**src/design/scp_pkg.sv**
```systemverilog
// ---------------------------------------------------------------------------
// scp_pkg: shared types and constants for the sine / cosine polynomial unit
// Fixed-point formats, reduction constants, Horner coefficients and the
// sideband struct that travels down the pipeline with each beat.
// ---------------------------------------------------------------------------
`timescale 1ns / 1ps
`default_nettype none

package scp_pkg;

  // Input angle and result formats
  localparam int ANGLE_W         = 32;
  localparam int ANGLE_FRAC_BITS = 24;
  localparam int OUT_W           = 32;
  localparam int OUT_FRAC_BITS   = 30;

  // Internal polynomial format (Q.30)
  localparam int QW     = 30;
  localparam int ACC_W  = 34;               // signed Horner accumulator
  localparam int MAG_W  = ACC_W - 1;        // accumulator magnitude
  localparam int MULB_W = 32;               // unsigned multiplier operand
  localparam int PROD_W = MAG_W + MULB_W;   // full product

  // Reduction widths
  localparam int AMAG_W = ANGLE_W;          // |angle|, up to 2^31
  localparam int T_W    = 62;               // |angle| * 1/(2*pi)
  localparam int Q_W    = 31 - ANGLE_FRAC_BITS;
  localparam int Y_W    = 65 - ANGLE_FRAC_BITS;
  localparam int YM_W   = 31;               // folded magnitude, Q.30
  localparam int Y2_W   = 32;               // squared magnitude, Q.30

  // Reduction constants, Q.32
  localparam logic [63:0] INV_TWO_PI = 64'd683565276;
  localparam logic [63:0] TWO_PI     = 64'd26986075409;
  localparam logic [63:0] PI         = 64'd13493037705;
  localparam logic [63:0] HALF_PI    = 64'd6746518852;
  localparam logic [63:0] Q_RND      = 64'd1 << (ANGLE_FRAC_BITS + 31);

  // Horner coefficients, Q.30, highest order first; last entry is the 1.0 term
  localparam int N_COEF = 6;
  localparam logic signed [ACC_W-1:0] SIN_K [N_COEF] = '{
    -34'sd26, 34'sd2956, -34'sd213040, 34'sd8947846, -34'sd178956974, 34'sd1073741824
  };
  localparam logic signed [ACC_W-1:0] COS_K [N_COEF] = '{
    -34'sd280, 34'sd26586, -34'sd1491253, 34'sd44739212, -34'sd536870912, 34'sd1073741824
  };

  // Function select codes
  localparam logic FUNC_SIN = 1'b0;
  localparam logic FUNC_COS = 1'b1;

  // Per-beat sideband carried alongside the arithmetic
  typedef struct packed {
    logic             func;
    logic             cos_neg;
    logic             sin_neg;
    logic [YM_W-1:0]  ym;
    logic [Y2_W-1:0]  y2;
  } side_t;

endpackage

`default_nettype wire

```
**src/design/scp_mac.sv**
```systemverilog
// ---------------------------------------------------------------------------
// scp_mac: one Horner step
// Multiplies a signed Q.30 accumulator by an unsigned Q.30 operand, rounds
// the magnitude to nearest with ties away from zero, restores the sign and
// adds a coefficient. Two register stages: product, then round and add.
// ---------------------------------------------------------------------------
`timescale 1ns / 1ps
`default_nettype none

module scp_mac
  import scp_pkg::*;
(
  input  wire logic                     clk_i,
  input  wire logic                     rst_ni,
  input  wire logic                     valid_i,
  input  wire logic signed [ACC_W-1:0]  a_i,
  input  wire logic [MULB_W-1:0]        b_i,
  input  wire logic signed [ACC_W-1:0]  k_i,
  input  wire logic                     bypass_i,
  input  wire side_t                    side_i,
  output logic                          valid_o,
  output logic signed [ACC_W-1:0]       res_o,
  output side_t                         side_o
);

  localparam logic [PROD_W-1:0] RND = PROD_W'(1) << (QW - 1);

  logic [1:0] vld_q;

  // Product stage
  logic [MAG_W-1:0]        amag;
  logic [PROD_W-1:0]       prod_d, prod_q;
  logic                    neg_q, byp_q;
  logic signed [ACC_W-1:0] a_q, k_q;
  side_t                   side1_q;

  // Round and add stage
  logic [PROD_W-1:0]       rnd_sum;
  logic [ACC_W-1:0]        rmag;
  logic signed [ACC_W-1:0] res_d, res_q;
  side_t                   side2_q;

  // Advance valid bits
  always_ff @(posedge clk_i or negedge rst_ni) begin
    if (!rst_ni) begin
      vld_q <= '0;
    end else begin
      vld_q <= {vld_q[0], valid_i};
    end
  end

  // Multiply magnitudes
  always_comb begin
    amag   = a_i[ACC_W-1] ? MAG_W'(-a_i) : MAG_W'(a_i);
    prod_d = PROD_W'(amag) * PROD_W'(b_i);
  end

  // Round, restore sign, add coefficient; bypass hands the operand through
  always_comb begin
    rnd_sum = prod_q + RND;
    rmag    = ACC_W'(rnd_sum >> QW);
    if (byp_q) begin
      res_d = a_q;
    end else if (neg_q) begin
      res_d = $signed(-rmag) + k_q;
    end else begin
      res_d = $signed(rmag) + k_q;
    end
  end

  always_ff @(posedge clk_i) begin
    prod_q  <= prod_d;
    neg_q   <= a_i[ACC_W-1];
    byp_q   <= bypass_i;
    a_q     <= a_i;
    k_q     <= k_i;
    side1_q <= side_i;
    res_q   <= res_d;
    side2_q <= side1_q;
  end

  assign valid_o = vld_q[1];
  assign res_o   = res_q;
  assign side_o  = side2_q;

endmodule

`default_nettype wire

```
**config.mk**
```make
export PLATFORM = sky130hd
export DESIGN_NAME = scp_mac
export DESIGN_NICKNAME = d
export VERILOG_FILES = /design/src/design/scp_pkg.sv /design/src/design/scp_mac.sv
export SDC_FILE = /design/constraint.sdc
export NUM_CORES = 2
export LEC_CHECK = 0
export BUFFER_PORTS_ARGS = -buffer_cell sky130_fd_sc_hd__buf_4
export CAP_MARGIN = 15
export CORE_ASPECT_RATIO = 0.9
export CORE_UTILIZATION = 40
export CTS_BUF_LIST = sky130_fd_sc_hd__clkbuf_8
export DETAILED_ROUTE_END_ITERATION = 10
export PLACE_DENSITY_LB_ADDON = 0.15
export SLEW_MARGIN = 0
export SYNTH_ARGS = -nofsm -noshare
export SYNTH_HDL_FRONTEND = slang
export SYNTH_SLANG_ARGS = --single-unit
```
**constraint.sdc**
```tcl
create_clock -name clk_i -period 5.25 [get_ports clk_i]
set_input_delay 1.05 -clock clk_i [delete_from_list [all_inputs] [get_ports clk_i]]
set_output_delay 1.05 -clock clk_i [all_outputs]
set_load 0.005 [all_outputs]
```
After elaboration in Yosys (flattened, before gate mapping)

Cells that the tools add are included.

Flip-flop bits (word level): 302
Input bits: 170
Output and inout bits: 101
Word-level logic and storage cells: 26

Add/subtract/negate cells: 5
Multiply operators: 1
Mux-type cells: 3

Operator list:

| kind                   | number |
|---|---|
| $add 34x34->34         | 2 |
| $mux 34                | 2 |
| $add 64x30->64 const B | 1 |
| $mul 33x32->64         | 1 |
| $neg 34->34            | 1 |
| $mux 33                | 1 |
| $neg 33->33            | 1 |

Longest topological paths before layout

Word-level depth: 5
Depth in mapped cells: 35
Gate-level depth less buffers: 33

Worst setup path before layout

OpenSTA, ideal clock, no wires.

Kind: input port to flip-flop
From: in a_i[7]
To: reg prod_q[59]
Setup time: 0.121 ns
Arrival: 9.348 ns
Required time: 5.129 ns
Setup slack: -4.220 ns
Stages: 30
Path buffers: 1
Cell sequence: or4_4 > nor2_4 > nand2b_1 > or3b_4 > o41ai_4 > and3_1 > xnor2_1 > buf_2 > and2_1 > fa_1 > inv_1 > fa_1 > fa_1 > fa_1 > inv_1 > fa_1 > fa_1 > fa_1 > inv_1 > fa_1 > inv_1 > ha_1 > nand3_1 > nor3_1 > o2111ai_1 > o21a_1 > a2111o_1 > a2111oi_2 > mux2i_1 > nand2_1

Cells in the longest elaborated chain, start to end: 3

Ends and longest elaborated chain:

| what                 | line          | source |
|---|---|---|
| start, declared      | scp_mac.sv:16 | `input wire logic signed [ACC_W-1:0] a_i,` |
| $neg 33->33          | scp_mac.sv:54 | `amag = a_i[ACC_W-1] ? MAG_W'(-a_i) : MAG_W'(a_i);` |
| $mux 33 *            | scp_mac.sv:54 |  |
| $mul 33x32->64 *     | scp_mac.sv:55 | `prod_d = PROD_W'(amag) * PROD_W'(b_i);` |
| via prod_d[59]       | scp_mac.sv:32 | `logic [PROD_W-1:0] prod_d, prod_q;` |
| end signal, assigned | scp_mac.sv:72 | `prod_q <= prod_d;` |
| end, declared        | scp_mac.sv:32 |  |

The timed path passes the listed nets; every way through them passes the cells marked *.

Final worst setup path

Ends and elaborated chain as after synthesis.

==> parameters.txt <==
Parameter                              Value

Outcome
  Result of the run ... complete, but fails checks
  Violated checks ... negative setup slack

Worst setup path
  Endpoint required time on the critical path ... 5720 ps
  Slowest-stage cell, CP ... sky130_fd_sc_hd__or4_4
  Critical Path Most Common Cell ... sky130_fd_sc_hd__fa_1
  Data arrival time of the critical path ... 9740 ps
  Nature of the critical path endpoint ... flip-flop
  Delay contributed by the slowest stage of the critical path ... 570 ps
  Crit path launch type ... input port
  Critical path class ... in -> reg
  Largest fanout on the critical path ... 6

Timing
  Final count of pins violating max slew ... 0
  Clk_skew ... 26.63 ps
  Post-route minimum period ... 9275 ps
  Count of final hold-check violations ... 0
  Maximum clock frequency ... 107.8 MHz
  Tcrit/Tclk final ... 176.7%
  Setup repair after global routing missed its margin ... yes
  Worst max-slew margin expressed relative to the limit ... 35.33%
  WHS ... 246.9 ps
  Final worst slack ... -4025 ps
  Transition time at the pin with the least slew margin ... 969.0 ps
  Final setup violation count ... 35

Clocking
  Buffer levels on the longest clock path ... 3
  Sinks on the clock net ... 272
  Worst-Skew Late Latency ... 580 ps
  H-Tree Depth ... 2
  Library cell used as clock root buffer ... sky130_fd_sc_hd__clkbuf_8
  Clk slew on worst S/H paths ... 60 ps
  Number of CTS-inserted buffers ... 41
  Number of hold buffers added after CTS ... 0
  Clock tree from TritonCTS ... yes

Global route
  Number of antenna violations at the first check in global routing ... 2
  Wire length of the first global-routing pass ... 219800 um
  Global-route usage over all layers ... 25.53%
  Global-route congestion overflow total ... 0
  Maximum number of pins on one net before global-route repair ... 56
  Vias in the first global route ... 36.88k

Die
  Top-level port count ... 271
  Placeable core region ... 0.1096 sq mm
  Width of the chip ... 353.2 um
  Full die area ... 0.1123 sq mm
  Chip height ... 318.1 um
  Cell row count ... 115
  Initial cell density of the core ... 40.50%

Placement
  Total of buffers placed on input and output ports ... 270
  Final HPWL DP ... 119900 um
  # placed instances ... 6801
  Gp weighted congestion ... 0.9480

Route
  Total Routed Length ... 141600 um
  Detailed Routing Iterations Pass 1 ... 5
  Post-DR wirelength/cell ... 20.47 um
  Highest layer used for signal routing ... met4
  Detailed-route DRC error count ... 0
  Wire length on met2 ... 68080 um
  Post-detailed-route count of antenna-violating nets ... 0
  Routed wl met3 ... 7899 um
  Post-DR vias/cell ... 4.979
  Sum of routed wire segments on met1 ... 61410 um
  DRC marker count from the first detailed-route iteration ... 2127
  Via count ... 34.45k

Layout
  Fillers ... 10.44k
  P&R area growth vs syn ... 23.57%
  Final std cells w/o fill ... 6919
  Total area of multi-input combinational cells ... 0.03605 sq mm
  Combined flip-flop and latch cell area ... 0.005456 sq mm
  Number of nets in the layout ... 6848
  Share of post-route cells with drive strength above 1 ... 21.36%

Logic synthesis
  Ranking of synthesized cells by area ... sky130_fd_sc_hd__fa_1 (42%), sky130_fd_sc_hd__dfxtp_1 (12%), sky130_fd_sc_hd__ha_1 (9.1%)
  Synth top area share ... 41.75%
  Dominant synthesized flop cell ... sky130_fd_sc_hd__dfxtp_1
  Flop and latch count out of synthesis ... 272
  Distinct cell type count of the synthesized netlist ... 77
  Sequential share of the synthesized area ... 12.29%
  List of most frequent post-synthesis cells ... sky130_fd_sc_hd__inv_1 (972), sky130_fd_sc_hd__fa_1 (926), sky130_fd_sc_hd__and2_1 (639)
  Post-synthesis cell area ... 0.04440 sq mm
  Number of warnings reported in the yosys synthesis log ... 0
  Number of nets produced by synthesis ... 6221
  Post-Syn Area per Cell ... 9.246 sq um
  Count leader, synth ... sky130_fd_sc_hd__inv_1
  Largest area contributor in the synthesized netlist ... sky130_fd_sc_hd__fa_1
  Post-Syn Instances ... 4802
  Post-synthesis async set-or-reset flop share ... 0.7353%
  EDFF count, synth ... 0

Run
  Max-Cap Viols ... 0

Hold path
  Hold Crit Class ... in -> async
-- final cells by class --
class	count	area share, %
timing repair buffer	831	12.62
sequential	272	9.945
multi-input combinational	3309	65.70
inverter	974	6.663
antenna	2	0.009122
clock buffer	52	1.304
tap	1462	3.334
clock inverter	17	0.4242
-- per-layer routing --
metal	vias up	GRT usage, %
li1	15720	-
met1	17570	34.63
met2	989	42.88
met3	174	3.244
met4	0	6.898
met5	-	0
-- sequential cells by signal, indices dropped and copies added (netlist names) --
signal	flops
res_o	34
prod_q	35
k_q	34
side1_q	66
a_q	34
byp_q	1
side_o	66
vld_q	2
-- worst max-delay path: cells and delay by family --
| family | cells | cell delay, ps |
|---|---|---|
| adders and majority gates | 9 | 4150 |
| and+or+nand+nor | 9 | 1950 |
| AOI/OAI and AO/OA | 5 | 1610 |
| buffers and inverters | 7 | 640 |
| muxes | 1 | 220 |
| xor gates and xnor gates | 1 | 100 |
-- cell usage in the layout, fill, tap and decap left out, types with 11 or more instances in the layout --
| master | n |
|---|---|
| sky130_fd_sc_hd__inv_1 | 958 |
| sky130_fd_sc_hd__fa_1 | 890 |
| sky130_fd_sc_hd__buf_4 | 757 |
| sky130_fd_sc_hd__and2_1 | 617 |
| sky130_fd_sc_hd__nand2_1 | 523 |
| sky130_fd_sc_hd__ha_1 | 287 |
| sky130_fd_sc_hd__dfxtp_1 | 269 |
| sky130_fd_sc_hd__a21oi_1 | 115 |
| sky130_fd_sc_hd__nor2_1 | 85 |
| sky130_fd_sc_hd__o21ai_0 | 85 |
| sky130_fd_sc_hd__xnor2_1 | 63 |
| sky130_fd_sc_hd__clkbuf_8 | 52 |
| sky130_fd_sc_hd__a21o_1 | 46 |
| sky130_fd_sc_hd__buf_12 | 40 |
| sky130_fd_sc_hd__nand3_1 | 37 |
| sky130_fd_sc_hd__fa_2 | 36 |
| sky130_fd_sc_hd__ha_4 | 36 |
| sky130_fd_sc_hd__nand4_1 | 30 |
| sky130_fd_sc_hd__xor2_1 | 30 |
| sky130_fd_sc_hd__buf_6 | 28 |
| sky130_fd_sc_hd__nor3_1 | 25 |
| sky130_fd_sc_hd__and2_4 | 22 |
| sky130_fd_sc_hd__xnor2_2 | 21 |
| sky130_fd_sc_hd__inv_2 | 18 |
| sky130_fd_sc_hd__o21bai_1 | 17 |
| sky130_fd_sc_hd__a31oi_1 | 17 |
| sky130_fd_sc_hd__a21oi_2 | 14 |
| sky130_fd_sc_hd__nand2b_1 | 13 |
| sky130_fd_sc_hd__nor2b_1 | 13 |
| sky130_fd_sc_hd__a211oi_1 | 13 |
| sky130_fd_sc_hd__o211ai_1 | 12 |
| sky130_fd_sc_hd__o21a_1 | 12 |
| sky130_fd_sc_hd__o31ai_1 | 11 |
| sky130_fd_sc_hd__nor4_1 | 11 |
-- cell families (layout without fill, tap and decap cells) --
| logic type | after synthesis | in the layout | share of synthesized area, % |
|---|---|---|---|
| xor gates and xnor gates | 130 | 131 | 2.564 |
| AOI/OAI and AO/OA | 458 | 458 | 6.656 |
| muxes | 9 | 9 | 0.2170 |
| buffers and inverters | 1222 | 1874 | 10.36 |
| other | 0 | 2 | 0 |
| DFF | 272 | 272 | 12.29 |
| and+or+nand+nor | 1462 | 1462 | 17.07 |
| adders and majority gates | 1249 | 1249 | 50.85 |
-- stage by stage --
stage               utilization, %  instance area, sq um  setup TNS, ps  worst slack [ps]
floorplan                        -                 44690        -123960             -4071
global placement             47.49                 52070        -158640             -4956
detailed placement           47.49                 52070        -159200             -4987
CTS                          49.56                 54340        -126690             -3929
global route                 50.04                 54870        -135420             -4171
finish                       50.04                 54870        -130050             -4025
-- path summary, 6_finish.rpt --
kind / cells past startpoint / slack, ps / start / endpoint
worst max-delay path: 32 / -4030 / a_i[7] / prod_q[59]
worst min-delay path: 1 / 250 / rst_ni / vld_q[0]
worst max register to register: 17 / 280 / prod_q[31] / res_o[32]
worst min register to register: 0 / 320 / side1_q[55] / side_o[55]
max in group asynchronous: 1 / 4920 / rst_ni / vld_q[1]
min in group clk_i: 0 / 320 / side1_q[55] / side_o[55]
-- what timing repair did --
item,in CTS,in global routing
pin swaps,89,96
setup endpoints to repair,35,35
cloned,5,0
buffers inserted,29,17
gates resized for setup,186,91
Power is not shown: default switching activity piles up to over one toggle a cycle in this logic, so the estimate is an artifact.
