==> src/design/scp_pkg.sv <==
// ---------------------------------------------------------------------------
// scp_pkg: shared types and constants for the sine / cosine polynomial unit
// Fixed-point formats, reduction constants, Horner coefficients and the
// sideband struct that travels down the pipeline with each beat.
// ---------------------------------------------------------------------------
`timescale 1ns / 1ps
`default_nettype none

package scp_pkg;

  // Input angle and result formats
  localparam int ANGLE_W         = 32;
  localparam int ANGLE_FRAC_BITS = 24;
  localparam int OUT_W           = 32;
  localparam int OUT_FRAC_BITS   = 30;

  // Internal polynomial format (Q.30)
  localparam int QW     = 30;
  localparam int ACC_W  = 34;               // signed Horner accumulator
  localparam int MAG_W  = ACC_W - 1;        // accumulator magnitude
  localparam int MULB_W = 32;               // unsigned multiplier operand
  localparam int PROD_W = MAG_W + MULB_W;   // full product

  // Reduction widths
  localparam int AMAG_W = ANGLE_W;          // |angle|, up to 2^31
  localparam int T_W    = 62;               // |angle| * 1/(2*pi)
  localparam int Q_W    = 31 - ANGLE_FRAC_BITS;
  localparam int Y_W    = 65 - ANGLE_FRAC_BITS;
  localparam int YM_W   = 31;               // folded magnitude, Q.30
  localparam int Y2_W   = 32;               // squared magnitude, Q.30

  // Reduction constants, Q.32
  localparam logic [63:0] INV_TWO_PI = 64'd683565276;
  localparam logic [63:0] TWO_PI     = 64'd26986075409;
  localparam logic [63:0] PI         = 64'd13493037705;
  localparam logic [63:0] HALF_PI    = 64'd6746518852;
  localparam logic [63:0] Q_RND      = 64'd1 << (ANGLE_FRAC_BITS + 31);

  // Horner coefficients, Q.30, highest order first; last entry is the 1.0 term
  localparam int N_COEF = 6;
  localparam logic signed [ACC_W-1:0] SIN_K [N_COEF] = '{
    -34'sd26, 34'sd2956, -34'sd213040, 34'sd8947846, -34'sd178956974, 34'sd1073741824
  };
  localparam logic signed [ACC_W-1:0] COS_K [N_COEF] = '{
    -34'sd280, 34'sd26586, -34'sd1491253, 34'sd44739212, -34'sd536870912, 34'sd1073741824
  };

  // Function select codes
  localparam logic FUNC_SIN = 1'b0;
  localparam logic FUNC_COS = 1'b1;

  // Per-beat sideband carried alongside the arithmetic
  typedef struct packed {
    logic             func;
    logic             cos_neg;
    logic             sin_neg;
    logic [YM_W-1:0]  ym;
    logic [Y2_W-1:0]  y2;
  } side_t;

endpackage

`default_nettype wire

==> src/design/scp_reduce.sv <==
// ---------------------------------------------------------------------------
// scp_reduce: range reduction front end
// Registers the command, reduces the angle modulo 2*pi with a rounded
// quotient, folds it into [-pi/2, pi/2] and forms the Q.30 magnitude.
// Six register stages, one beat per cycle.
// ---------------------------------------------------------------------------
`timescale 1ns / 1ps
`default_nettype none

module scp_reduce
  import scp_pkg::*;
(
  input  wire logic                       clk_i,
  input  wire logic                       rst_ni,
  input  wire logic                       valid_i,
  input  wire logic                       func_i,
  input  wire logic signed [ANGLE_W-1:0]  angle_i,
  output logic                            valid_o,
  output side_t                           side_o
);

  // Stage valid bits
  logic [5:0] vld_q;

  // Stage 0: captured command
  logic               func0_q;
  logic [ANGLE_W-1:0] raw0_q;

  // Stage 1: magnitude and product with 1/(2*pi)
  logic              a_neg1_q, func1_q;
  logic [AMAG_W-1:0] amag1_d, amag1_q;
  logic [T_W-1:0]    t1_d, t1_q;

  // Stage 2: rounded quotient
  logic              a_neg2_q, func2_q;
  logic [AMAG_W-1:0] amag2_q;
  logic [T_W:0]      tsum;
  logic [Q_W-1:0]    q2_d, q2_q;

  // Stage 3: remainder
  logic                  a_neg3_q, func3_q;
  logic [Y_W-1:0]        a32, qtp;
  logic signed [Y_W-1:0] y3_d, y3_q;

  // Stage 4: folded remainder
  logic                  a_neg4_q, func4_q, cneg4_d, cneg4_q;
  logic signed [Y_W-1:0] y4_d, y4_q;

  // Stage 5: Q.30 magnitude
  logic [Y_W-1:0] ymag;
  side_t          side5_d, side5_q;

  // Advance valid bits every cycle
  always_ff @(posedge clk_i or negedge rst_ni) begin
    if (!rst_ni) begin
      vld_q <= '0;
    end else begin
      vld_q <= {vld_q[4:0], valid_i};
    end
  end

  // Magnitude of the angle; the most negative code maps to 2^31
  always_comb begin
    amag1_d = raw0_q[ANGLE_W-1] ? (~raw0_q + AMAG_W'(1)) : raw0_q;
    t1_d    = T_W'(amag1_d) * T_W'(INV_TWO_PI);
  end

  // Round the quotient half away from zero on the magnitude
  always_comb begin
    tsum = (T_W+1)'(t1_q) + (T_W+1)'(Q_RND);
    q2_d = tsum[T_W -: Q_W];
  end

  // Subtract q * 2*pi from the Q.32 angle
  always_comb begin
    a32  = Y_W'(amag2_q) << (32 - ANGLE_FRAC_BITS);
    qtp  = Y_W'(q2_q) * Y_W'(TWO_PI);
    y3_d = $signed(a32 - qtp);
  end

  // Fold into [-pi/2, pi/2]; exactly pi/2 stays as is
  always_comb begin
    y4_d    = y3_q;
    cneg4_d = 1'b0;
    if (y3_q > $signed(Y_W'(HALF_PI))) begin
      y4_d    = $signed(Y_W'(PI)) - y3_q;
      cneg4_d = 1'b1;
    end else if (y3_q < -$signed(Y_W'(HALF_PI))) begin
      y4_d    = -$signed(Y_W'(PI)) - y3_q;
      cneg4_d = 1'b1;
    end
  end

  // Round the magnitude into Q.30 and set the sine sign
  always_comb begin
    ymag            = y4_q[Y_W-1] ? Y_W'(-y4_q) : Y_W'(y4_q);
    side5_d.func    = func4_q;
    side5_d.cos_neg = cneg4_q;
    side5_d.sin_neg = y4_q[Y_W-1] ^ a_neg4_q;
    side5_d.ym      = YM_W'((ymag + Y_W'(2)) >> 2);
    side5_d.y2      = '0;
  end

  // Payload registers
  always_ff @(posedge clk_i) begin
    func0_q  <= func_i;
    raw0_q   <= angle_i;
    a_neg1_q <= raw0_q[ANGLE_W-1];
    func1_q  <= func0_q;
    amag1_q  <= amag1_d;
    t1_q     <= t1_d;
    a_neg2_q <= a_neg1_q;
    func2_q  <= func1_q;
    amag2_q  <= amag1_q;
    q2_q     <= q2_d;
    a_neg3_q <= a_neg2_q;
    func3_q  <= func2_q;
    y3_q     <= y3_d;
    a_neg4_q <= a_neg3_q;
    func4_q  <= func3_q;
    cneg4_q  <= cneg4_d;
    y4_q     <= y4_d;
    side5_q  <= side5_d;
  end

  assign valid_o = vld_q[5];
  assign side_o  = side5_q;

endmodule

`default_nettype wire

==> config.mk <==
export PLATFORM = sky130hd
export DESIGN_NAME = scp_reduce
export DESIGN_NICKNAME = d
export VERILOG_FILES = /design/src/design/scp_pkg.sv /design/src/design/scp_reduce.sv
export SDC_FILE = /design/constraint.sdc
export NUM_CORES = 2
export LEC_CHECK = 0
export BUFFER_PORTS_ARGS = -buffer_cell sky130_fd_sc_hd__buf_2
export CAP_MARGIN = 20
export CORE_MARGIN = 1.5
export CORE_UTILIZATION = 45
export DETAILED_ROUTE_END_ITERATION = 8
export REMOVE_ABC_BUFFERS = 1
export SYNTH_ARGS = -nofsm -noshare
export SYNTH_HDL_FRONTEND = slang
export SYNTH_SLANG_ARGS = --single-unit
==> constraint.sdc <==
create_clock -name clk_i -period 12.51 [get_ports clk_i]
set_input_delay 2.502 -clock clk_i [delete_from_list [all_inputs] [get_ports clk_i]]
set_output_delay 2.502 -clock clk_i [all_outputs]
set_load 0.01 [all_outputs]
Word level (Yosys, flattened, before mapping)
Index checks and enable logic that the tools add are counted.
W data, S select, Z words.
{"block": "word_totals", "word_cells": 40, "latchBits": 0, "output_inout_bits": 67, "ramBits": 0, "ff_bits": 295, "romBits": 0, "mem_count": 0}
{"block": "classes", "n_mux": 5, "div_mod_pow": 0, "bitwise": 2, "n_lt_le_gt_ge": 2, "add_sub_neg": 7, "n_mul": 2, "shifts": 0, "n_eq_ne": 0, "reduce_logical": 0}
{"cell": "$mux W41", "count": 2}
{"cell": "$sub A35 B41 Y41 const A", "count": 2}
{"cell": "$add A62 B56 Y63 const B", "count": 1}
{"cell": "$mul A32 B28 Y60 const B", "count": 1}
{"cell": "$gt A41 B34 Y1 const B", "count": 1}
{"cell": "$lt A41 B34 Y1 const B", "count": 1}
{"cell": "$mul A7 B35 Y41 const B", "count": 1}
{"cell": "$sub A40 B41 Y41", "count": 1}
{"cell": "$add A33 B2 Y33 const B", "count": 1}
{"cell": "$mux W33", "count": 1}
{"cell": "$neg A33 Y33", "count": 1}
{"cell": "$add A32 B1 Y32 const B", "count": 1}
{"cell": "$mux W32", "count": 1}
{"cell": "$not A32 Y32", "count": 1}
{"cell": "$mux W1", "count": 1}
{"cell": "$xor A1 B1 Y1", "count": 1}

Logic depth before layout (Yosys ltp)
{"block": "logic_depth", "depth_word": 4, "ltp_mapped": 32, "mapped_depth_nobuf": 32}

Worst setup path before layout
Ideal clock, no wire load.
{"block": "synth_path", "kind": "register to register", "from": "register raw0_q[2]", "to": "register t1_q[60]", "n_path_buf": 0, "path_stages_with_launch": 29, "setup_time_ns": 0.117, "period_less_slack_ns": 8.144, "setup_slack_ns": 4.366, "t_required_ns": 12.393, "arrival_time_ns": 8.026, "cell_sequence": "dfxtp_1 -> or3_1 -> or2_2 -> nor4_2 -> nand3_1 -> or2_2 -> o41ai_1 -> xnor2_1 -> inv_1 -> fa_1 -> inv_1 -> fa_1 -> fa_1 -> inv_1 -> fa_1 -> inv_1 -> fa_1 -> fa_1 -> ha_1 -> ha_1 -> a2111oi_0 -> o21ai_0 -> o21ai_0 -> o21ai_0 -> nor4_1 -> nor4_1 -> or3_1 -> a21o_1 -> xor2_1"}
{"block": "synth_via", "elab_chain_cells": 4}
{"element": "start, declared", "line_no": "scp_reduce.sv:27", "rtl": "logic [ANGLE_W-1:0] raw0_q;"}
{"element": "start signal, assigned", "line_no": "scp_reduce.sv:107", "rtl": "raw0_q <= angle_i;"}
{"element": "$not A32 Y32", "line_no": "scp_reduce.sv:64", "rtl": "amag1_d = raw0_q[ANGLE_W-1] ? (~raw0_q + AMAG_W'(1)) : raw0_q;"}
{"element": "$add A32 B1 Y32", "line_no": "scp_reduce.sv:64"}
{"element": "$mux W32", "line_no": "scp_reduce.sv:64"}
{"element": "net amag1_d[27]", "line_no": "scp_reduce.sv:31", "rtl": "logic [AMAG_W-1:0] amag1_d, amag1_q;"}
{"element": "$mul A32 B28 Y60", "line_no": "scp_reduce.sv:65", "rtl": "t1_d = T_W'(amag1_d) * T_W'(INV_TWO_PI);"}
{"element": "net t1_d[60]", "line_no": "scp_reduce.sv:32", "rtl": "logic [T_W-1:0] t1_d, t1_q;"}
{"element": "end signal, assigned", "line_no": "scp_reduce.sv:111", "rtl": "t1_q <= t1_d;"}
{"element": "end, declared", "line_no": "scp_reduce.sv:32"}
The timed path passes the listed nets, and every way through them passes these cells.
A chain may end at the register's enable or synchronous reset.

Worst setup path in the final report
Ends and elaborated chain as after synthesis.

==> results.cfg <==
[job]
max_cap_viol_count = 0

[critical_path]
critPathTopFamily = adder cells
critPathMaxFanout = 8
crit_path_max_incr_delay_ps = 790
critPathCaptureType = flip-flop
path_class = flip-flop to flip-flop
crit_buf_inv = 4
rrSetupSlack_ps = 2460
cp_common_cell = fa_1
cp_slowest_cell = nor4_2
critical_path_required_ps = 13000
arrival_ps = 10540
startpoint_type = flip-flop

[logic_synthesis]
synth-seq-cells = 235
synth.largest_area_cell = fa_1
synth_edf_count = 0
yosys-top-cells-area = fa_1 (29%), ha_1 (19%), dfxtp_1 (16%)
avgSynthCellArea_sq_um = 9.459
yosys_warnings = 0
synth_ff_type = dfxtp_1
synthesis.area_sq_um = 28420
netlist.area_leader.share = 0.2888
synthCells = 3004
ys_seq_area_frac = 0.1666
synthArstFlopShare = 0.02553
ys_types = 83

[grt]
top_usage_layer = met2
grt_overflow = 0
grt_pass1_wl_um = 115800
grt_max_degree = 38
grt_pass1_vias = 21280
use_met1 = 0.2836
grt.total_usage = 0.2328
antenna_found_initial = 2
use_met2 = 0.4274
met3_usage = 0.01929

[routing]
drt_iter0_drc = 980
wl_um = 72800
num_vias = 19830
via_per_inst = 5.030
drtPass1Iterations = 8
drcViolationCount = 0
wl_per_cell_um = 18.47
ant_nets = 0

[die]
die_area_sq_um = 64660
core_area_sq_um = 62050
io_pins = 103
rows = 91
initial_core_util = 0.4579
die_y_um = 254.3
die_w_um = 254.3

[place]
portBuffers = 70
place.gp.congestion = 0.9588
dpl.cell_count = 3883
dp_hpwl_um = 63430

[clock_tree]
path_clk_slew_ps = 60
cts_tree = yes
clockBufferDepth = 3
cts_max_level = 1
ctsResizeCount = 0
cts.hold.buffers_added = 0
clock_sinks = 235
insertion_delay_ps = 610
cts_buffers = 31
cts_root_buf = clkbuf_16
postCtsSetupBuffers = 0

[cells_and_area]
num_antenna_cells = 0
syn_to_final_growth_pct = 8.247
num-nets-final = 3957
fin_cells = 3942
drive_gt1_frac = 0.05443
n_fill_cell = 5846

[timing]
finalSetupViolations = 0
relSlewSlack = 0.2756
finalCritPeriodShare = 0.8030
skew_ps = 16.42
maxSlewViolCount = 0
fmax_mhz = 99.54
rsz0062_at_grt = false
min_period_ps = 10050
hold_viol_final = 0
worstMarginPinSlew_ps = 1079
tns_ps = 0

[run_status]
status = finished clean

[worst_hold_path]
worstHoldPathType = flip-flop to flip-flop
## worst paths after layout
path | cells after the start | to | from
worst min register to register | 0 | amag2_q[24]$_DFF_P_ | amag1_q[24]$_DFF_P_
min in group asynchronous | 1 | vld_q[5]$_DFF_PN0_ | rst_ni
max in group asynchronous | 1 | vld_q[3]$_DFF_PN0_ | rst_ni
worst max-delay path | 28 | t1_q[60]$_DFF_P_ | raw0_q[2]$_DFF_P_
worst max register to register | 28 | t1_q[60]$_DFF_P_ | raw0_q[2]$_DFF_P_
worst min-delay path | 0 | amag2_q[24]$_DFF_P_ | amag1_q[24]$_DFF_P_
## routing by layer
layer | wire, um | vias up
li1 | - | 9481
met1 | 29770 | 9803
met2 | 37620 | 426
met3 | 2601 | 117
met4 | 2813 | 0
met5 | 0 | -
## cell type report
class                      count  area [sq um]  share of cell area
clock buffer                  44         894.6             0.02908
timing repair buffer          90         500.5             0.01627
multi-input combinational   1863         20150              0.6552
tap                          837          1047             0.03405
inverter                     859          3224              0.1048
sequential                   235          4735              0.1539
clock inverter                14         205.2            0.006671
## cells by family after synthesis
family,count (synthesis),synth area share
buffers and inverters,937,0.1284
adders and majority gates,841,0.4786
and+or+nand+nor,399,0.07204
AOI/OAI and AO/OA,381,0.08793
DFF,235,0.1666
xor gates and xnor gates,206,0.06481
muxes,4,0.001409
other,1,0.0001320
## worst register-to-register path: cells and delay by family, from the launching register on
| family | cells | cell delay, ps |
|---|---|---|
| and+or+nand+nor | 8 | 3470 |
| xor gates and xnor gates | 2 | 630 |
| DFF | 1 | 330 |
| adders and majority gates | 8 | 3710 |
| buffers and inverters | 4 | 490 |
| AOI/OAI and AO/OA | 6 | 1290 |
## synth_stat cells, drive strengths merged, types with 36 or more instances
master	count
a21oi	104
xor2	76
a21o	38
o21ai	79
buf	44
xnor2	130
nor2	95
nand2	85
ha	431
fa	410
dfxtp	229
inv	857
nand3	36
## layout by cell type (no fill, tap or decap), types with 6 or more instances in the layout
cell type	netlist	final
xor2_1	74	74
or3_1	21	21
a211oi_1	12	12
fa_1	410	410
nand2b_1	20	20
o211ai_1	7	7
clkbuf_16	0	31
o2bb2ai_1	6	6
nor4_1	18	18
clkbuf_8	0	7
and2_1	9	9
o22ai_1	9	9
ha_1	431	431
o41ai_1	9	9
buf_4	32	20
a21o_1	38	38
o21bai_1	8	8
nand2_1	85	85
o31ai_1	17	16
o21a_1	10	10
a31oi_1	15	15
nor2_1	95	95
dfxtp_1	229	229
clkbuf_1	34	6
and3_1	21	21
a21oi_1	104	104
nor2b_1	11	11
dfrtp_1	6	6
or2_2	9	9
conb_1	1	32
buf_2	10	70
nand4_1	15	15
o21ai_0	75	75
nor3_1	29	29
xnor2_1	127	127
nand3_1	35	35
inv_1	857	857
## registers in the layout, indices dropped and copies added (netlist names), 7 cells and up
name and cells:
q2_q 7, y3_q 41, t1_q 7, side_o 34
raw0_q 32, amag1_q 32, y4_q 34, amag2_q 32
## per-stage QoR
step / instance area [sq um] / hold slack (ps) / utilization / worst slack, ps
after floorplan: 28110 / 309.6 / - / 4366
after global placement: 29650 / 310.0 / 0.4779 / 2647
after detailed placement: 29650 / 312.1 / 0.4779 / 2560
after CTS: 30750 / 325.1 / 0.4956 / 2527
after global routing: 30760 / 324.4 / 0.4957 / 2083
final: 30760 / 324.2 / 0.4957 / 2464
Power is not shown: default switching activity piles up to over one toggle a cycle in this logic, so the estimate is an artifact.
